--- src/rtl/uwg_pkg.sv ---
// shared types, constants and the cordic angle table for the waypoint generator
// no dependencies
`timescale 1ns / 1ps
package uwg_pkg;

	localparam int MAX_STEPS_DEF = 64;
	localparam int FRAC_BITS_DEF = 16;
	localparam int CQ            = 29;
	localparam int CORDIC_ITERS  = 24;
	localparam int CFG_IDX_W     = 2;
	localparam int IDX_W         = 7;

	localparam longint CORDIC_GAIN = 64'sd326016436;
	localparam longint PI_Q        = 64'sd1686629713;
	localparam longint TWO_PI_Q    = 64'sd3373259426;
	localparam longint HALF_PI_Q   = 64'sd843314856;

	localparam logic [CFG_IDX_W-1:0] REG_SPEED = 2'd0;
	localparam logic [CFG_IDX_W-1:0] REG_TSTEP = 2'd1;
	localparam logic [CFG_IDX_W-1:0] REG_COUNT = 2'd2;

	typedef enum logic [1:0] {
		ST_IDLE,
		ST_SETUP,
		ST_ISSUE,
		ST_DRAIN
	} state_t;

	// per-waypoint data riding along the cell chain
	typedef struct packed {
		logic              flip;
		logic [31:0]       heading;
		logic [IDX_W-1:0]  index;
		logic              last;
	} side_t;

	function automatic logic signed [31:0] atan_at(input int i);
		logic signed [31:0] v;
		case (i)
			0:  v = 32'sd421657428;
			1:  v = 32'sd248918915;
			2:  v = 32'sd131521918;
			3:  v = 32'sd66762579;
			4:  v = 32'sd33510843;
			5:  v = 32'sd16771758;
			6:  v = 32'sd8387925;
			7:  v = 32'sd4194219;
			8:  v = 32'sd2097141;
			9:  v = 32'sd1048575;
			10: v = 32'sd524288;
			11: v = 32'sd262144;
			12: v = 32'sd131072;
			13: v = 32'sd65536;
			14: v = 32'sd32768;
			15: v = 32'sd16384;
			16: v = 32'sd8192;
			17: v = 32'sd4096;
			18: v = 32'sd2048;
			19: v = 32'sd1024;
			20: v = 32'sd512;
			21: v = 32'sd256;
			22: v = 32'sd128;
			23: v = 32'sd64;
			default: v = 32'sd0;
		endcase
		return v;
	endfunction

endpackage

--- src/rtl/uwg_cordic_cell.sv ---
// one rotation-mode cordic iteration with floor shifts, registered
// depends on uwg_pkg
`timescale 1ns / 1ps
module uwg_cordic_cell #(
	parameter int I = 0
) (
	input  logic               clk,
	input  logic               arst_n,
	input  logic               adv,
	input  logic               vld_in,
	input  logic signed [31:0] x_in,
	input  logic signed [31:0] y_in,
	input  logic signed [31:0] r_in,
	input  uwg_pkg::side_t     side_in,
	output logic               vld_q,
	output logic signed [31:0] x_q,
	output logic signed [31:0] y_q,
	output logic signed [31:0] r_q,
	output uwg_pkg::side_t     side_q
);
	import uwg_pkg::*;

	localparam logic signed [31:0] ATAN = atan_at(I);

	logic signed [31:0] xs, ys;

	assign xs = x_in >>> I;
	assign ys = y_in >>> I;

	always_ff @(posedge clk or negedge arst_n) begin
		if (!arst_n) begin
			vld_q <= 1'b0;
		end else if (adv) begin
			vld_q <= vld_in;
		end
	end

	always_ff @(posedge clk) begin
		if (adv) begin
			side_q <= side_in;
			if (!r_in[31]) begin
				x_q <= x_in - ys;
				y_q <= y_in + xs;
				r_q <= r_in - ATAN;
			end else begin
				x_q <= x_in + ys;
				y_q <= y_in - xs;
				r_q <= r_in + ATAN;
			end
		end
	end

endmodule

--- config.mk ---
export PLATFORM = sky130hd
export DESIGN_NAME = uwg_cordic_cell
export DESIGN_NICKNAME = d
export VERILOG_FILES = /design/src/rtl/uwg_pkg.sv /design/src/rtl/uwg_cordic_cell.sv
export SDC_FILE = /design/constraint.sdc
export NUM_CORES = 1
export LEC_CHECK = 0
export BUFFER_PORTS_ARGS = -buffer_cell sky130_fd_sc_hd__buf_2
export CAP_MARGIN = 20
export CORE_MARGIN = 1.5
export CORE_UTILIZATION = 49
export DETAILED_ROUTE_END_ITERATION = 10
export HOLD_SLACK_MARGIN = 0.1
export PLACE_DENSITY = 0.78
export SKIP_LAST_GASP = 1
export SYNTH_ARGS = -nofsm -noshare
export SYNTH_HDL_FRONTEND = slang
export SYNTH_SLANG_ARGS = --single-unit
--- constraint.sdc ---
create_clock -name clk -period 0.8 [get_ports clk]
set_clock_uncertainty 0.05 [all_clocks]
set_input_delay 0 -clock clk [delete_from_list [all_inputs] [get_ports clk]]
set_output_delay 0 -clock clk [all_outputs]
set_load 0.05 [all_outputs]
==> results.md <==
- Status: complete, but fails checks
- Violated checks: hold timing, setup timing
- Fin. Hold Viols: 7
- TritonCTS Buffers: 17
- Seq cells post-synth: 137
- Final core occ: 85.9%
- TritonCTS clock tree: built
- Hold Path Class: input port to register
- Unrepaired setup endpoints after global routing: true
- Total negative slack: -148.02 ns
- Largest area contributor in the netlist: edfxtp_1
- Initial Utilization: 49.8%
- Asr flop ratio synth: 0.730%
- Avg Cell Area, Syn: 9.59 um^2
- Vias/cell: 5.99
- Final max-slew violation count: 0
- Via count: 12500
- Gr usage total: 37.8%
- Clock sink count: 137
- Data required, critical path: 0.93 ns
- I/O pin total: 279
- Min Tclk post-route: 2.60 ns
- Antenna-violating nets left: 0
- Minimum hold slack: -0.0565 ns
- Layout Area Growth over Synthesis: 72.4%
- Setup Crit Path Kind: input port to register
- Syn_nets: 1352
- Placer's final routability congestion estimate: 0.972
- Layout filler cell count: 1026
- Main synth FF type: edfxtp_1
- Top cell type's share of synthesized area: 39.3%
- Leakage power: 8.23 nW
- Maxcap violations: 0
- Die span in y: 149 um
- First-pass GRT wire length: 64500 um
- Crit Path Max Fanout: 3
- Clock latency on the worst-skew pair: 0.44 ns
- Register area: 4110 um^2
- Critical path capture point type: register
- Layout cells sized above 1: 52.9%
- Die ar.: 22100 um^2
- Mapped Area: 10400 um^2
- Final instance area: 17900 um^2
- Hold buffers post-CTS: 47
- Mapped Cells: 1085
- Placed cells: 1930
- Area of the multi-input gates: 7210 um^2
- Initial antenna violation count: 6
- Worst vdd ir: 1.49 mV
- Final setup margin: -1.80 ns
- Final #Nets: 2054
- Initial DRC count: 1471
- H-Tree Depth: 4
- Slew HR: 50.0%
- Dpl ws: -2.30 ns
- EDFF count, synth: 136
- Worst-Margin Slew: 0.742 ns
- Worst Path Arrival: 2.73 ns
- Post-Route WL: 47000 um
- WL/cell: 22.6 um
- Synth area leaders: edfxtp_1 39%, ha_1 15%, a21oi_1 6.1%
- Cell Rows: 53
- Grt ovf: 0
- Clock Path Buffers: 2
- Vias in the first global route: 12200
- Half-perimeter wire length after placement: 27600 um
- Fin cells: 2082
- Post-DP Area: 15200 um^2
- DR DRC count: 0
- DR pass1 iterations: 6
- Overall power: 33.6 mW
- Power per cell area: 1870 nW/um^2
- Syn. warnings: 0
- Final setup fails: 228
- Clock transition at path regs: 0.07 ns
- Port buffer count: 278
- Fin crit share: 325%
- Post-synthesis cell type count: 62
- Seq/Total Area, Yosys: 39.5%
- Die width: 149 um
- Largest net degree at the start of global routing: 53
- Clock Tree Root: clkbuf_16
- Startpoint types: input port
- Core Area: 20900 um^2
- Fmax: 0.385 GHz
[worst max-delay path, cell delays in order]
cell       delay (ns)
buf_4            0.12
inv_1            0.06
ha_1             0.21
a21o_1           0.21
a2111oi_4        0.40
o21bai_1         0.14
o21a_2           0.26
a211oi_4         0.28
o31ai_2          0.13
a311o_1          0.34
a2111oi_2        0.31
a211oi_1         0.10
xor2_1           0.17
[registers in the layout, indices dropped and copies added, names as in the netlist]
name	flops
x_q	31
vld_q	1
r_q	32
side_q	41
y_q	32
[report_power, final]
part	switching [mW]	internal [mW]	leakage (nW)
sequential	0.339	9.21	1.34
combinational	9.72	6.04	6.60
clock	4.08	4.23	0.287
total	14.1	19.5	8.23
[repair_timing]
action                     4_1_cts  5_1_grt
hold endpoints to repair       192      112
buffers inserted                45       38
pin swaps                       97       97
setup endpoints to repair      228      228
gates resized for setup        158       84
[synthesized netlist by cell type, types with 9 or more instances]
| cell type | instances |
|---|---|
| nor2_1 | 89 |
| edfxtp_1 | 136 |
| a21o_1 | 36 |
| mux2i_1 | 15 |
| a21oi_1 | 127 |
| nor2b_1 | 12 |
| a31oi_1 | 11 |
| nand3_1 | 16 |
| o21a_1 | 14 |
| xnor2_1 | 72 |
| nand2_1 | 44 |
| ha_1 | 122 |
| nor3_1 | 15 |
| clkbuf_1 | 32 |
| o21ai_0 | 70 |
| xor2_1 | 14 |
| nand4_1 | 9 |
| o21bai_1 | 21 |
| a211oi_1 | 19 |
| o211ai_1 | 10 |
| inv_1 | 106 |
[layout by cell type, fill, tap and decap left out, drive strengths merged, types with 4 or more instances in the layout]
cell type,n
buf,679
edfxtp,136
a21oi,127
ha,122
inv,115
nor2,89
xnor2,72
o21ai,71
dlygate4sd3,47
nand2,44
a21o,36
o21bai,21
a211oi,20
clkbuf,17
nand3,16
mux2i,15
nor3,15
xor2,14
o21a,14
nor2b,12
a31oi,11
o211ai,10
nand4,9
nand2b,8
diode,7
o31ai,7
o31a,6
or3,6
clkinv,5
or2,5
fa,4
o221ai,4
a2111oi,4
[worst paths after layout]
check | cells past startpoint | slack, ns | end | startpoint
max | 13 | -1.80 | x_q[28] | y_in[2]
min | 2 | -0.06 | side_q[0] | adv
max reg2reg | 1 | -0.01 | vld_q | vld_q
min reg2reg | 1 | 0.47 | vld_q | vld_q
max in group asynchronous | 3 | 0.24 | vld_q | arst_n
min in group asynchronous | 3 | 0.34 | vld_q | arst_n
[cell families after synthesis]
| kind of cell | synth area share (%) |
|---|---|
| DFF | 39.5 |
| AOI/OAI and AO/OA | 21.2 |
| buffers and inverters | 5.47 |
| adders and majority gates | 15.4 |
| muxes | 1.55 |
| and+or+nand+nor | 9.60 |
| xor gates and xnor gates | 7.24 |
[layout make-up]
| cell class | instances | area share (%) |
|---|---|---|
| Timing Repair Buffer | 726 | 28.8 |
| Antenna cell | 7 | 0.0977 |
| Tap cell | 275 | 1.92 |
| Multi-Input combinational cell | 798 | 40.2 |
| Inverter | 107 | 2.71 |
| Sequential cell | 137 | 22.9 |
| Clock buffer | 17 | 2.37 |
| Clock inverter | 15 | 0.970 |
[layer usage]
metal  up-vias  wire length, um  part of all wire (%)  GRT usage, %
met5         -                0                     0             0
met4         0             3450                   7.3          22.9
met3       304             4580                   9.8          7.73
met2       961            23100                    49          68.4
met1      5889            15800                    34          40.5
li1       5327                -                     -             -
(Power assumes the default switching activity.)
