## src/rtl/uwg_pkg.sv

```systemverilog
// shared types, constants and the cordic angle table for the waypoint generator
// no dependencies
`timescale 1ns / 1ps
package uwg_pkg;

	localparam int MAX_STEPS_DEF = 64;
	localparam int FRAC_BITS_DEF = 16;
	localparam int CQ            = 29;
	localparam int CORDIC_ITERS  = 24;
	localparam int CFG_IDX_W     = 2;
	localparam int IDX_W         = 7;

	localparam longint CORDIC_GAIN = 64'sd326016436;
	localparam longint PI_Q        = 64'sd1686629713;
	localparam longint TWO_PI_Q    = 64'sd3373259426;
	localparam longint HALF_PI_Q   = 64'sd843314856;

	localparam logic [CFG_IDX_W-1:0] REG_SPEED = 2'd0;
	localparam logic [CFG_IDX_W-1:0] REG_TSTEP = 2'd1;
	localparam logic [CFG_IDX_W-1:0] REG_COUNT = 2'd2;

	typedef enum logic [1:0] {
		ST_IDLE,
		ST_SETUP,
		ST_ISSUE,
		ST_DRAIN
	} state_t;

	// per-waypoint data riding along the cell chain
	typedef struct packed {
		logic              flip;
		logic [31:0]       heading;
		logic [IDX_W-1:0]  index;
		logic              last;
	} side_t;

	function automatic logic signed [31:0] atan_at(input int i);
		logic signed [31:0] v;
		case (i)
			0:  v = 32'sd421657428;
			1:  v = 32'sd248918915;
			2:  v = 32'sd131521918;
			3:  v = 32'sd66762579;
			4:  v = 32'sd33510843;
			5:  v = 32'sd16771758;
			6:  v = 32'sd8387925;
			7:  v = 32'sd4194219;
			8:  v = 32'sd2097141;
			9:  v = 32'sd1048575;
			10: v = 32'sd524288;
			11: v = 32'sd262144;
			12: v = 32'sd131072;
			13: v = 32'sd65536;
			14: v = 32'sd32768;
			15: v = 32'sd16384;
			16: v = 32'sd8192;
			17: v = 32'sd4096;
			18: v = 32'sd2048;
			19: v = 32'sd1024;
			20: v = 32'sd512;
			21: v = 32'sd256;
			22: v = 32'sd128;
			23: v = 32'sd64;
			default: v = 32'sd0;
		endcase
		return v;
	endfunction

endpackage

```

## src/rtl/uwg_red_cell.sv

```systemverilog
// one cell of the modulo 2*pi reduction chain: conditional subtract of 2*pi << J
// depends on uwg_pkg
`timescale 1ns / 1ps
module uwg_red_cell #(
	parameter int MW = 46,
	parameter int J  = 0
) (
	input  logic             clk,
	input  logic             arst_n,
	input  logic             adv,
	input  logic             vld_in,
	input  logic             neg_in,
	input  logic [MW-1:0]    mag_in,
	input  uwg_pkg::side_t   side_in,
	output logic             vld_q,
	output logic             neg_q,
	output logic [MW-1:0]    mag_q,
	output uwg_pkg::side_t   side_q
);
	import uwg_pkg::*;

	localparam logic [63:0] SUB64 = 64'(TWO_PI_Q) << J;
	localparam logic [MW-1:0] SUB = SUB64[MW-1:0];

	always_ff @(posedge clk or negedge arst_n) begin
		if (!arst_n) begin
			vld_q <= 1'b0;
		end else if (adv) begin
			vld_q <= vld_in;
		end
	end

	always_ff @(posedge clk) begin
		if (adv) begin
			neg_q  <= neg_in;
			side_q <= side_in;
			mag_q  <= (mag_in >= SUB) ? mag_in - SUB : mag_in;
		end
	end

endmodule

```

## config.mk

```make
export PLATFORM = sky130hd
export DESIGN_NAME = uwg_red_cell
export DESIGN_NICKNAME = d
export VERILOG_FILES = /design/src/rtl/uwg_pkg.sv /design/src/rtl/uwg_red_cell.sv
export SDC_FILE = /design/constraint.sdc
export NUM_CORES = 1
export LEC_CHECK = 0
export BUFFER_PORTS_ARGS = -buffer_cell sky130_fd_sc_hd__buf_4
export CAP_MARGIN = 20
export CORE_UTILIZATION = 41
export CTS_CLUSTER_DIAMETER = 50
export DETAILED_ROUTE_END_ITERATION = 8
export GPL_ROUTABILITY_DRIVEN = 0
export PLACE_DENSITY = 0.7
export SLEW_MARGIN = 5
export SYNTH_ARGS = -nofsm -noshare
export SYNTH_HDL_FRONTEND = slang
export SYNTH_SLANG_ARGS = --single-unit
```

## constraint.sdc

```tcl
create_clock -name clk -period 1.8 [get_ports clk]
set_input_delay 0 -clock clk [delete_from_list [all_inputs] [get_ports clk]]
set_output_delay 0 -clock clk [all_outputs]
set_load 0.05 [all_outputs]
```

==> results.txt <==
status: finished with violations
violated checks: setup timing
Die X-Extent: 103 um
grt peak-use layer: met2
CP Data Required Time: 1.91 ns
crit path max fanout: 5
Post-Route WL: 14.6 mm
final setup fails: 7
post-synthesis compound-gate area fraction: 0.0920
largest net degree at the start of global routing: 54
mux cell area share after synthesis: 0.00534
Clock Path Buffers: 2
CORE AREA: 0.00986 sq mm
VDD IR max: 0.000391 V
fin. max-slew vios: 0
routed len/inst: 18.2 um
worst clock skew: 0 ns
final setup margin: -0.0450 ns
Nets: 756
kind of critical path: input port to flip-flop
Synth Flop Type: edfxtp_1
CTS tree: done
Worst-Skew Late Latency: 0.36 ns
Final Total Pwr: 5.64 mW
startpoint types: input port
global routing usage on met1: 0.327
clock root cell: clkbuf_8
Clock Sinks: 89
Setup crit end: mag_q[45]
Pleak: 3.14 nW
max frequency: 542 MHz
Async SR Flop Fraction: 0.0112
Gate power share: 0.307
hold crit path type: input port to flip-flop
top cells by area, synth: edfxtp_1 63%, xnor2_1 4.8%, xor2_1 3.9%
DRC errors left: 0
setup_tns: -0.120 ns
met3 layer usage reported by global route: 0.0746
synthesized instance count: 321
I/O Pins: 181
Final min period: 1.85 ns
Synth Area in Simple Gates: 0.160
final antenna-violating net count: 0
flops & latches, synth: 89
sw power: 1.85 mW
Cell Int Power: 3.80 mW
crit share post-route: 1.03
largest family of logic cells by synthesized area: simple AND/OR/NAND/NOR gates
Final HPWL DP: 9.39 mm
netlist area before placement: 0.00422 sq mm
DR iter-0 viols: 251
Yosys top cell by area: edfxtp_1
clock slew at reported path FFs: 0.09 ns
number of global-route vias before repair: 4080
switching part of the total: 0.327
DR vias: 4100
Clk pwr share: 0.241
Crit. End Element: flip-flop
R2R Setup Slk: 1.03 ns
grt ovf: 0
RSZ-0062 raised after global routing: true
layout cells sized above 1: 0.530
Synth Warn #: 0
Syn Area/Cell: 13.1 sq um
htree depth: 3
Critical-path top delay cell: or4_4
Synth-to-Final Area Change: 78.9%
Initial Util: 0.427
fraction of the mapped netlist area in adder cells: 0.00297
Worst R2R End: vld_q
fill count: 597
Synth Net Count: 414
FF-to-FF path depth: 1
crit-path max cell delay: 0.58 ns
Die Y: 103 um
Initial DRT Pass Iterations: 7
initial antenna violation count: 0
unique cell type count in the Yosys netlist: 54
I/O Buffers: 180
RR Startpoint: vld_q
TritonCTS Buffers: 9
xor/xnor share of the synthesized area: 0.0872
max-cap violations: 0
Pwr per Cell Area: 748 mW/mm^2
Worst-Margin Slew: 0.566 ns
Vias/cell: 5.12
Die ar.: 0.0107 sq mm
first-pass GRT wire length: 21.1 mm
Critical Path AT: 1.96 ns
EDFF count, synth: 88
Critical path origin: mag_in[23]
GR Util met2: 0.442
final hold violations: 0
crit path cell chain: buf_4 -> or4_4 -> a31oi_4 -> o21ai_1 -> a31o_4 -> a21oi_4 -> buf_4 -> nor2_1 -> mux2_4
Row Count: 36
most frequent CP cell: buf_4
post-synthesis sequential area ratio: 0.633
post-synth top area share: 0.627
GR Util All Layers: 0.268
max_slew headroom: 0.622
power share of the sequential group: 0.452
diode count: 0
[synth_stat cells (all sizes together), types with 4 or more instances]
cell and n:
a21oi 14, nor3 12, buf 6, xnor2 23, xor2 19, nor2 25, edfxtp 88, nand3 9
a21o 4, nor4 10, and2 4, nand4 9, and3 4, o21ai 15, nand2 27, clkbuf 5
[worst max-delay path: cells and delay by family]
| kind | cells | cell delay, ns |
|---|---|---|
| buffers and inverters | 2 | 0.29 |
| and+or+nand+nor | 2 | 0.61 |
| muxes | 1 | 0.25 |
| AOI/OAI and AO/OA | 4 | 0.81 |
[layout make-up]
| class | instances | area (sq um) | share of cell area |
|---|---|---|---|
| timing repair buffer | 341 | 2760 | 0.366 |
| multi-input combinational | 219 | 1750 | 0.232 |
| clock inverter | 5 | 56.3 | 0.00746 |
| tap | 133 | 166 | 0.0221 |
| inverter | 3 | 13.8 | 0.00182 |
| sequential | 89 | 2670 | 0.354 |
| clock buffer | 11 | 131 | 0.0174 |
[placed cells by master, fill, tap and decap left out, types with 3 or more instances in the layout]
master and count:
a21o_1 3, a21oi_1 10, and2_1 4, and3_1 3
buf_4 272, buf_6 9, clkbuf_8 9, dlygate4sd3_1 58
edfxtp_1 88, nand2_1 22, nand2_2 5, nand3_1 8
nand4_1 9, nor2_1 19, nor2_4 5, nor3_1 6
nor3_2 4, nor3b_1 3, nor4_1 4, nor4_4 6
o21ai_0 10, o21ai_2 4, or4_4 3, xnor2_1 23
xor2_1 19
[sequential cells by signal, summed over array words and instances (netlist names)]
| signal | cells |
|---|---|
| mag_q | 46 |
| neg_q | 1 |
| side_q | 41 |
| vld_q | 1 |
[layer usage]
layer,routed length [um],share of wire
met5,0,0
met4,515,0.035
met3,1290,0.089
met2,6980,0.48
met1,5790,0.40
[cell families after synthesis]
logic type	Yosys count
xor gates and xnor gates	42
muxes	2
adders and majority gates	1
buffers and inverters	14
and+or+nand+nor	119
DFF	89
AOI/OAI and AO/OA	54
[worst min path at each step]
stage,from,slack [ns],cells past startpoint,endpoint
after floorplan,arst_n,-0.30,0,vld_q
after global placement,arst_n,-0.22,1,vld_q
after detailed placement,arst_n,-0.22,1,vld_q
after CTS,mag_in[35],0.0008,3,mag_q[35]
after global routing,mag_in[43],0.02,3,mag_q[43]
final,mag_in[43],0.02,3,mag_q[43]
[timing repair]
action                                  in CTS  in global routing
hold buffers                                57                  1
buffers inserted                            13                  6
endpoints found under the setup margin      31                 32
pin swaps                                    8                 12
resized for setup                           25                 23
endpoints found under the hold margin       56                  1
gates cloned                                 2                  1
[per-stage QoR]
step           instances  hold slack [ns]  setup slack, ns   util  area [sq um]
3_5_place_dp         708           -0.224           -0.545  0.650          6410
3_3_place_gp         708           -0.224           -0.549  0.650          6410
5_1_grt              801           0.0217           -0.102  0.765          7540
6_report             801           0.0161          -0.0450  0.765          7540
4_1_cts              795         0.000767          -0.0384  0.752          7410
2_1_floorplan        321           -0.296           -0.323      -          4350
[power groups by stage]
stage                     clock [mW]  combinational, mW  sequential, mW
final                           1.36               1.73            2.55
after CTS                       1.38               1.69            2.55
after global placement             0               1.55            2.59
after detailed placement           0               1.56            2.59
after floorplan                    0              0.226            3.24
after global routing            1.46               1.81            2.57
Note: power is estimated with default switching activity, not from simulation.
