[config.mk]
export PLATFORM = sky130hd
export DESIGN_NAME = uwg_fold
export DESIGN_NICKNAME = d
export VERILOG_FILES = /design/src/rtl/uwg_pkg.sv /design/src/rtl/uwg_fold.sv
export SDC_FILE = /design/constraint.sdc
export NUM_CORES = 1
export LEC_CHECK = 0
export BUFFER_PORTS_ARGS = -buffer_cell sky130_fd_sc_hd__buf_2
export CAP_MARGIN = 25
export CORE_AREA = 2 2 134 136
export DETAILED_ROUTE_END_ITERATION = 12
export DIE_AREA = 0 0 136 138
export MAX_ROUTING_LAYER = met4
export PLACE_DENSITY = 0.79
export SLEW_MARGIN = 20
export SYNTH_ARGS = -nofsm -noshare
export SYNTH_HDL_FRONTEND = slang
export SYNTH_SLANG_ARGS = --single-unit
[constraint.sdc]
create_clock -name clk -period 0.8 [get_ports clk]
set_input_delay 0.16 -clock clk [delete_from_list [all_inputs] [get_ports clk]]
set_output_delay 0.16 -clock clk [all_outputs]
set_load 0.01 [all_outputs]
[src/rtl/uwg_pkg.sv]
// shared types, constants and the cordic angle table for the waypoint generator
// no dependencies
`timescale 1ns / 1ps
package uwg_pkg;

	localparam int MAX_STEPS_DEF = 64;
	localparam int FRAC_BITS_DEF = 16;
	localparam int CQ            = 29;
	localparam int CORDIC_ITERS  = 24;
	localparam int CFG_IDX_W     = 2;
	localparam int IDX_W         = 7;

	localparam longint CORDIC_GAIN = 64'sd326016436;
	localparam longint PI_Q        = 64'sd1686629713;
	localparam longint TWO_PI_Q    = 64'sd3373259426;
	localparam longint HALF_PI_Q   = 64'sd843314856;

	localparam logic [CFG_IDX_W-1:0] REG_SPEED = 2'd0;
	localparam logic [CFG_IDX_W-1:0] REG_TSTEP = 2'd1;
	localparam logic [CFG_IDX_W-1:0] REG_COUNT = 2'd2;

	typedef enum logic [1:0] {
		ST_IDLE,
		ST_SETUP,
		ST_ISSUE,
		ST_DRAIN
	} state_t;

	// per-waypoint data riding along the cell chain
	typedef struct packed {
		logic              flip;
		logic [31:0]       heading;
		logic [IDX_W-1:0]  index;
		logic              last;
	} side_t;

	function automatic logic signed [31:0] atan_at(input int i);
		logic signed [31:0] v;
		case (i)
			0:  v = 32'sd421657428;
			1:  v = 32'sd248918915;
			2:  v = 32'sd131521918;
			3:  v = 32'sd66762579;
			4:  v = 32'sd33510843;
			5:  v = 32'sd16771758;
			6:  v = 32'sd8387925;
			7:  v = 32'sd4194219;
			8:  v = 32'sd2097141;
			9:  v = 32'sd1048575;
			10: v = 32'sd524288;
			11: v = 32'sd262144;
			12: v = 32'sd131072;
			13: v = 32'sd65536;
			14: v = 32'sd32768;
			15: v = 32'sd16384;
			16: v = 32'sd8192;
			17: v = 32'sd4096;
			18: v = 32'sd2048;
			19: v = 32'sd1024;
			20: v = 32'sd512;
			21: v = 32'sd256;
			22: v = 32'sd128;
			23: v = 32'sd64;
			default: v = 32'sd0;
		endcase
		return v;
	endfunction

endpackage

[src/rtl/uwg_fold.sv]
// restores the sign of the reduced angle and folds it into [-pi/2, pi/2]
// depends on uwg_pkg
`timescale 1ns / 1ps
module uwg_fold (
	input  logic               clk,
	input  logic               arst_n,
	input  logic               adv,
	input  logic               vld_in,
	input  logic               neg_in,
	input  logic [31:0]        mag_in,
	input  uwg_pkg::side_t     side_in,
	output logic               vld_q,
	output logic signed [31:0] r_q,
	output uwg_pkg::side_t     side_q
);
	import uwg_pkg::*;

	localparam logic signed [33:0] T  = 34'(TWO_PI_Q);
	localparam logic signed [33:0] P  = 34'(PI_Q);
	localparam logic signed [33:0] HP = 34'(HALF_PI_Q);

	logic signed [33:0] r0, r1, r2;
	logic flip;
	side_t side_f;

	always_comb begin
		r0 = neg_in ? -$signed({2'b00, mag_in}) : $signed({2'b00, mag_in});
		if (r0 > P) r1 = r0 - T;
		else if (r0 < -P) r1 = r0 + T;
		else r1 = r0;
		flip = 1'b0;
		if (r1 > HP) begin
			r2 = r1 - P;
			flip = 1'b1;
		end else if (r1 < -HP) begin
			r2 = r1 + P;
			flip = 1'b1;
		end else begin
			r2 = r1;
		end
		side_f      = side_in;
		side_f.flip = flip;
	end

	always_ff @(posedge clk or negedge arst_n) begin
		if (!arst_n) begin
			vld_q <= 1'b0;
		end else if (adv) begin
			vld_q <= vld_in;
		end
	end

	always_ff @(posedge clk) begin
		if (adv) begin
			r_q    <= r2[31:0];
			side_q <= side_f;
		end
	end

endmodule

==> impl_results.md <==
- Status: finished with violations
- Failing checks: negative setup slack
- Die area: between 15000 and 20000 sq um
- Worst setup EP type: flip-flop
- Critical path origin: mag_in[10]
- Power Total: 24100 uW
- Switching power total: approximately 9600 uW
- Worst-skew pair later-pin latency: 0.33 ns
- Number of global-route vias before repair: between 9000 and 10000
- Largest net degree at the start of global routing: 42
- Int Pwr: ~14000 uW
- WS Path Type: primary input to flip-flop
- Post-Syn Area: 7710 sq um
- Chip width: 136 um
- DIE HEIGHT: between 100 and 150 um
- Setup Viol. Count Final: 108
- Final WS setup: -4.69 ns
- Worst r2r src: vld_q
- Gate power share: ~61%
- Worst Path Required: 0.96 ns
- Final Cell Area: 13300 sq um
- Routed Antenna Nets: 0
- Rows: 49
- Top FF cell, synth: edfxtp_1
- Clk slew on worst S/H paths: 0.06 ns
- CP arrival: 5.64 ns
- GR Overflow Total: 0
- Slew at the pin closest to its max-slew limit: 0.579 ns
- Sequential share of the synthesized area: 28.8%
- Part of the cycle the worst path needs: 686%
- Buf+Inv Stages, Crit Path: 8
- Critical-path top delay cell: o41a_1
- Crit-path leading delay family: compound AO/OA/AOI/OAI gates
- Syn. warnings: 0
- Slew Viols, Final: 0
- HPWL Detailed: approximately 22000 um
- Final core utilization: between 70 and 80%
- Residual DRC: 0
- Worst Setup Start Kind: primary input
- Cts bufs inserted: 9
- Fin nets: 1452
- CTS tree: built
- HP Class: primary input to flip-flop
- Synth Area per Inst: 9.11 sq um
- Global-route wire length before repair: ~46000 um
- Routed WL per cell: between 20 and 25 um
- Leak pwr: roughly 0.0055 uW
- Final Wtd Congestion: between 0.9 and 1
- Max Root-Sink Buffers: 2
- # IOs: 152
- Vias per cell: 6.21
- RSZ-0062 raised after global routing: true
- Vias: 9970
- Antenna violations before repair: 2
- Clock Skew: 0 ns
- Register share of total power: 23.0%
- Net Sw Frac: 40.0%
- Fmax: 182 MHz
- Crit path time final: 5.49 ns
- Post-synth EDFFs: 73
- Async S/R FF share, synth: 1.35%
- Layout cells sized above 1: 57.9%
- Synth Net Count: 929
- H-tree levels: 3
- Sink Count: 74
- Initial Utilization: a little over two fifths
- Min-delay src: side_in[13]
- Distinct cells, synth: 115
- Worst rel slew slack: 60.4%
- Peak VDD IR: 1.74 mV
- Core Box Area: 17500 sq um
- DRT Pass-1 Iters: 7
- Worst slack, placed: -4.85 ns
- Clock network fraction of total power: between 10% and 20%
- # port buffers: 150
- Post-Route WL: 35400 um
- Max Cap Violations: 0
- Synth Instances: ~850
- Area growth from synthesis to layout: 72.3%
- Crit-path most repeated cell: buf_4
- Sum Neg Setup Slack: -164.10 ns
- Pwr Density: 1810 nW/um^2
- Dpl cell area: 11400 sq um
- Synthesis-stage register bit count: 74
- Crit path largest cell delay: 0.47 ns
- Final hold vios: 0
- Worst-path maximum fanout: 14
- Initial DRC count: 971
- GRT Overall Usage: 31.1%
- Clock Tree Root: clkbuf_16
[power by group through the flow]
stage,sequential (uW),combinational (uW),clock [uW]
final,5540,14600,3940
after CTS,5500,11800,3870
after global routing,5600,15200,4080
after floorplan,5970,5660,0
after detailed placement,5560,10800,0
after global placement,5540,10400,0
[kinds of logic after synthesis]
family | synth area share (%)
xor+xnor | 14.0
buf+inv | 4.37
compound gates | 27.3
fa+ha+maj | 0.812
flops | 28.8
simple gates | 23.8
mux | 0.941
[final cells by class]
type                    instances  area (sq um)
multi-input cells             700          6280
fillers                      1082          4250
repair buffers                562          4120
flip-flops and latches         74          2220
well taps                     229           287
clock buffers                  10           229
inverters                      22          90.1
clock inverters                 6          57.6
diodes                          2          5.00
[routing by layer]
metal	routed length, um	vias to the layer above	share of wire, %	GRT usage, %
met5	0	-	0	-
li1	-	4355	-	-
met2	16900	720	48	51.7
met4	2900	0	8.2	18.2
met3	3540	261	10	4.91
met1	12100	4634	34	35.0
[synthesized netlist by cell type (all sizes together), types with 6 or more instances]
library cell,instances,area (sq um)
a211o,6,52.6
a21o,8,60.1
a21oi,37,189
a22oi,9,81.3
a31oi,17,119
a32o,7,71.3
and2,15,96.4
and3,8,50.1
buf,19,138
clkbuf,31,116
edfxtp,73,2190
inv,21,78.8
nand2,47,176
nand2b,10,62.6
nand3,26,130
nand4,14,87.6
nor2,61,245
nor2b,11,68.8
nor3,29,145
nor3b,6,50.1
nor4,30,203
o211ai,15,118
o21ai,41,228
o22ai,15,106
o31ai,10,75.1
o32ai,11,145
o41ai,10,118
or2,14,87.6
or3,13,86.3
or4,15,120
xnor2,77,757
xor2,32,322
[cell usage in the layout, fill, tap and decap left out, drive strengths merged, types with 6 or more instances in the layout]
cell type	n
nor3b	6
xnor2	77
or3	13
nand4	14
a22oi	9
a21o	8
a211o	6
o32ai	11
nor4	30
or2	14
o211ai	15
a31oi	17
nand2b	10
and2	15
xor2	32
buf	559
nor3	29
edfxtp	73
nand2	47
o22ai	15
nor2	61
a32o	7
inv	20
nor2b	11
a21oi	37
clkinv	6
o41ai	10
or4	15
nand3	26
o31ai	10
clkbuf	11
o21ai	41
and3	8
[metrics by stage]
stage	hold WS, ns	instances
final	0.00342	1605
after detailed placement	-0.0620	1527
after global routing	-0.00275	1605
after CTS	0.00118	1568
after global placement	-0.0658	1527
after floorplan	-0.136	846
[what timing repair did]
item                                    4_1_cts  5_1_grt
cloned                                        0        2
resized for setup                            88      129
endpoints found under the hold margin         1        1
endpoints found under the setup margin      107      108
hold buffers                                  1        1
pin swaps                                    42       69
setup buffers                                25       33
[flip-flops by register name, indices dropped and copies added (netlist names)]
signal  flops
side_q     41
r_q        32
vld_q       1
[worst paths after layout]
| kind | to | slack [ns] | depth (start not counted) |
|---|---|---|---|
| min | side_q[13] | 0.003 | 1 |
| max in group asynchronous | vld_q | 0.56 | 2 |
| max reg2reg | vld_q | -0.09 | 2 |
| min reg2reg | vld_q | 0.65 | 2 |
| max | r_q[11] | -4.69 | 25 |
| min in group asynchronous | vld_q | 0.16 | 2 |
Note: power is estimated with default switching activity, not from simulation.
