==> config.mk <==
export PLATFORM = sky130hd
export DESIGN_NAME = uwg_post
export DESIGN_NICKNAME = d
export VERILOG_FILES = /design/src/rtl/uwg_pkg.sv /design/src/rtl/uwg_post.sv
export SDC_FILE = /design/constraint.sdc
export NUM_CORES = 2
export LEC_CHECK = 0
export BUFFER_PORTS_ARGS = -buffer_cell sky130_fd_sc_hd__buf_2
export CAP_MARGIN = 5
export CORE_ASPECT_RATIO = 0.7
export CORE_MARGIN = 10
export CORE_UTILIZATION = 50
export CTS_BUF_LIST = sky130_fd_sc_hd__clkbuf_4 sky130_fd_sc_hd__clkbuf_8
export DETAILED_ROUTE_END_ITERATION = 6
export HOLD_SLACK_MARGIN = 0.06
export PLACE_DENSITY = 0.68
export SYNTH_ARGS = -nofsm -noshare
export SYNTH_HDL_FRONTEND = slang
export SYNTH_SLANG_ARGS = --single-unit
==> constraint.sdc <==
create_clock -name clk -period 13.6 [get_ports clk]
set_clock_uncertainty 0.2 [all_clocks]
set_input_delay 0 -clock clk [delete_from_list [all_inputs] [get_ports clk]]
set_output_delay 0 -clock clk [all_outputs]
set_load 0.005 [all_outputs]
==> src/rtl/uwg_pkg.sv <==
// shared types, constants and the cordic angle table for the waypoint generator
// no dependencies
`timescale 1ns / 1ps
package uwg_pkg;

	localparam int MAX_STEPS_DEF = 64;
	localparam int FRAC_BITS_DEF = 16;
	localparam int CQ            = 29;
	localparam int CORDIC_ITERS  = 24;
	localparam int CFG_IDX_W     = 2;
	localparam int IDX_W         = 7;

	localparam longint CORDIC_GAIN = 64'sd326016436;
	localparam longint PI_Q        = 64'sd1686629713;
	localparam longint TWO_PI_Q    = 64'sd3373259426;
	localparam longint HALF_PI_Q   = 64'sd843314856;

	localparam logic [CFG_IDX_W-1:0] REG_SPEED = 2'd0;
	localparam logic [CFG_IDX_W-1:0] REG_TSTEP = 2'd1;
	localparam logic [CFG_IDX_W-1:0] REG_COUNT = 2'd2;

	typedef enum logic [1:0] {
		ST_IDLE,
		ST_SETUP,
		ST_ISSUE,
		ST_DRAIN
	} state_t;

	// per-waypoint data riding along the cell chain
	typedef struct packed {
		logic              flip;
		logic [31:0]       heading;
		logic [IDX_W-1:0]  index;
		logic              last;
	} side_t;

	function automatic logic signed [31:0] atan_at(input int i);
		logic signed [31:0] v;
		case (i)
			0:  v = 32'sd421657428;
			1:  v = 32'sd248918915;
			2:  v = 32'sd131521918;
			3:  v = 32'sd66762579;
			4:  v = 32'sd33510843;
			5:  v = 32'sd16771758;
			6:  v = 32'sd8387925;
			7:  v = 32'sd4194219;
			8:  v = 32'sd2097141;
			9:  v = 32'sd1048575;
			10: v = 32'sd524288;
			11: v = 32'sd262144;
			12: v = 32'sd131072;
			13: v = 32'sd65536;
			14: v = 32'sd32768;
			15: v = 32'sd16384;
			16: v = 32'sd8192;
			17: v = 32'sd4096;
			18: v = 32'sd2048;
			19: v = 32'sd1024;
			20: v = 32'sd512;
			21: v = 32'sd256;
			22: v = 32'sd128;
			23: v = 32'sd64;
			default: v = 32'sd0;
		endcase
		return v;
	endfunction

endpackage

==> src/rtl/uwg_post.sv <==
// rounds cordic sine and cosine to the pose format and scales them by v*dt
// depends on uwg_pkg
`timescale 1ns / 1ps
module uwg_post #(
	parameter int FRAC_BITS = 16,
	parameter int VW        = 23,
	parameter int SW        = 19,
	parameter int PW        = 43
) (
	input  logic                 clk,
	input  logic                 arst_n,
	input  logic                 adv,
	input  logic                 vld_in,
	input  logic signed [31:0]   x_in,
	input  logic signed [31:0]   y_in,
	input  uwg_pkg::side_t       side_in,
	input  logic [VW-1:0]        vdt,
	output logic                 vld_s2,
	output logic signed [PW-1:0] psin_s2,
	output logic signed [PW-1:0] pcos_s2,
	output uwg_pkg::side_t       side_s2
);
	import uwg_pkg::*;

	localparam int SH = CQ - FRAC_BITS;
	localparam logic signed [31:0] RND = 32'sd1 <<< (SH - 1);

	logic signed [31:0] fx, fy, cx, cy;
	logic signed [SW-1:0] s_s1, c_s1;
	logic vld_s1;
	side_t side_s1;
	logic signed [VW:0] vdt_s;

	always_comb begin
		fx = side_in.flip ? -x_in : x_in;
		fy = side_in.flip ? -y_in : y_in;
		cx = (fx + RND) >>> SH;
		cy = (fy + RND) >>> SH;
	end

	assign vdt_s = $signed({1'b0, vdt});

	always_ff @(posedge clk or negedge arst_n) begin
		if (!arst_n) begin
			vld_s1 <= 1'b0;
			vld_s2 <= 1'b0;
		end else if (adv) begin
			vld_s1 <= vld_in;
			vld_s2 <= vld_s1;
		end
	end

	always_ff @(posedge clk) begin
		if (adv) begin
			c_s1    <= cx[SW-1:0];
			s_s1    <= cy[SW-1:0];
			side_s1 <= side_in;
			psin_s2 <= PW'(vdt_s * s_s1);
			pcos_s2 <= PW'(vdt_s * c_s1);
			side_s2 <= side_s1;
		end
	end

endmodule

==> results.sh <==
export IMPL_status="finished clean"
export IMPL_crit_slowest_cell="edfxtp_1"
export IMPL_core_um2=73840
export IMPL_clk_path_buf_depth=3
export IMPL_setup_tns_ns=0
export IMPL_syn_nets=5023
export IMPL_r2r_start="s_s1[2]"
export IMPL_layout_commonest_cell="inv_1"
export IMPL_fin_crit_sh=0.5767
export IMPL_drv_slew=0
export IMPL_final_hold_viol_count=0
export IMPL_vias=27110
export IMPL_min_period_ns=7.844
export IMPL_yosysSeqAreaShare=0.1664
export IMPL_slowest_delay_ns=0.81
export IMPL_critPathLaunchType="register"
export IMPL_area_delta_synth_final_pct=12.26
export IMPL_cts_tree="yes"
export IMPL_fmax_mhz=127.5
export IMPL_dp_hpwl_mm=66.20
export IMPL_cts_root_buf="clkbuf_8"
export IMPL_grt_max_degree=109
export IMPL_rsz0062_at_grt="no"
export IMPL_post_drt_wl_per_cell_um=16.95
export IMPL_final_cell_mix="inv_1 (769), fa_1 (712), nand2_1 (507), and2_1 (418), ha_1 (342)"
export IMPL_die_w_um=347.3
export IMPL_ant_nets=0
export IMPL_critPathTopFamily="adder cells"
export IMPL_die_y_um=249.1
export IMPL_htree_levels=2
export IMPL_async_flop_share=0.009615
export IMPL_cp_required_ns=13.75
export IMPL_start_util=0.5077
export IMPL_crit_path_end_kind="register"
export IMPL_path_depth=22
export IMPL_first_pass_iters=7
export IMPL_worst_slew_pin_slew_ns=1.080
export IMPL_finalNonFillerCells=5155
export IMPL_fill_cells=6451
export IMPL_synth_edf_count=206
export IMPL_setup_viol=0
export IMPL_design_die_area_um2=86500
export IMPL_clock_latency_ns=0.62
export IMPL_synthFlopType="edfxtp_1"
export IMPL_overflow=0
export IMPL_drc_errors=0
export IMPL_maxCapViolations=0
export IMPL_crit_end="psin_s2[42]"
export IMPL_antenna_found_initial=3
export IMPL_ff2ff_setup_slack_ns=5.76
export IMPL_slew_headroom=0.2703
export IMPL_path_max_fanout=23
export IMPL_worstPathArrival_ns=7.99
export IMPL_grt_pass1_wl_mm=146.9
export IMPL_drt_wl_total_mm=87.37
export IMPL_syn_cell_area_um2=37480
export IMPL_grt_util_all_layers=0.2066
export IMPL_cts_buffers=39
export IMPL_routabilityCongestion=0.8576
export IMPL_path_clk_slew_ns=0.06
export IMPL_grt_pass1_vias=28400
export IMPL_cts_setup_buffers=0
export IMPL_cp_common_cell="fa_1"
export IMPL_drtIter0Drc=1774
export IMPL_hp_class="input pin to register"
export IMPL_avgSynthCellArea_um2=9.769
export IMPL_synthDistinctLibCells=73
export IMPL_portBuffers=259
export IMPL_crit_start="s_s1[2]"
export IMPL_dp_cells=4899
export IMPL_num_rows=83
export IMPL_drive_gt1_frac=0.08882
export IMPL_syn_inst=3837
export IMPL_clkSinkCount=208
export IMPL_io_pins=260
export IMPL_path_buf_inv=4
export IMPL_ys_warn_count=0
export IMPL_crit_path_cell_trace="and2_1, fa_1, fa_1, inv_1, fa_1, inv_1, fa_1, inv_1, fa_1, fa_1, inv_1, ha_1, ha_1, a211oi_1, o211ai_1, nand2_1, o311ai_4, a21oi_1, o21ai_0, a41o_1, mux2i_1, or4b_2"
export IMPL_timing_rr_end="psin_s2[42]"
export IMPL_viasPerCell=5.259
export IMPL_finalCoreUtilization=0.5699
export IMPL_nNetsFinal=5337
export IMPL_worstRegToRegCells=22
export IMPL_worstSetupPathType="register to register"
export IMPL_synth_seq_cells=208
export IMPL_holdPathStages=4
## sequential cells by signal, indices dropped and copies added, names as in the netlist
name     count
s_s1        19
c_s1        19
vld_s1       1
side_s1     41
vld_s2       1
pcos_s2     43
psin_s2     43
side_s2     41
## per-layer routing
layer / global-route usage / routed length (µm) / vias up
met1: 0.2913 / 39200 / 13800
met3: 0.04275 / 6493 / 101
met5: 0 / 18 / -
met4: 0.04318 / 1550 / 4
met2: 0.3268 / 40110 / 849
li1: - / - / 12360
## worst min path at each step
stage                        start  endpoint  slack [ns]
after floorplan             arst_n    vld_s1       -0.50
after global placement      arst_n    vld_s1       -0.42
after detailed placement    arst_n    vld_s2       -0.41
after CTS                 y_in[13]   s_s1[1]        0.06
after global routing      y_in[13]   s_s1[1]        0.15
final                     y_in[13]   s_s1[1]        0.15
## what timing repair did
item                                   in CTS  in global routing
setup endpoints to repair                   0                  0
resized for setup                           0                  0
endpoints found under the hold margin     191                  0
hold buffers                              188                  0
## stage by stage
step | setup WS [ns] | hold WS (ns) | area [µm²]
CTS | 5.813 | 0.06292 | 42080
global route | 5.422 | 0.1450 | 42080
finish | 5.756 | 0.1474 | 42080
floorplan | 6.686 | -0.4956 | 37480
global placement | 5.998 | -0.4154 | 39460
detailed placement | 5.823 | -0.4126 | 39460
## cell type report
class	count	area, µm²	share of cell area
inverter	769	2887	0.06859
sequential	208	6236	0.1482
antenna	1	2.502	0.00005947
tap	977	1222	0.02905
multi-input combinational	2659	27600	0.6559
clock buffer	53	641.9	0.01525
clock inverter	14	100.1	0.002379
timing repair buffer	474	3391	0.08058
## kinds of logic after synthesis
group                    share of synthesized area
flip-flops                                  0.1664
AND/OR/NAND/NOR                             0.1574
XOR/XNOR                                   0.03178
multiplexers                              0.001402
buffers and inverters                      0.09730
adder cells (fa/ha/maj)                     0.4947
AO/OA/AOI/OAI                              0.05110
## worst register-to-register path, cell delays in order (launching register included)
cell      delay, ns
edfxtp_1       0.81
and2_1         0.26
fa_1           0.45
fa_1           0.54
inv_1          0.06
fa_1           0.49
inv_1          0.06
fa_1           0.50
inv_1          0.06
fa_1           0.49
fa_1           0.49
inv_1          0.04
ha_1           0.27
ha_1           0.37
a211oi_1       0.10
o211ai_1       0.15
nand2_1        0.20
o311ai_4       0.46
a21oi_1        0.24
o21ai_0        0.36
a41o_1         0.28
mux2i_1        0.08
or4b_2         0.66
## cells in the mapped netlist (37+ instances only)
cell,instances,share of area
a21oi_1,84,0.011
xnor2_1,92,0.021
fa_1,712,0.38
o21ai_0,70,0.0093
xor2_1,44,0.010
nor2_1,60,0.0060
ha_1,342,0.11
inv_1,769,0.077
clkbuf_1,183,0.018
a21o_1,44,0.0088
nand2_1,507,0.051
and2_1,418,0.070
nor2b_1,37,0.0062
edfxtp_1,206,0.17
Power is not shown: default switching activity piles up to over one toggle a cycle in this logic, so the estimate is an artifact.
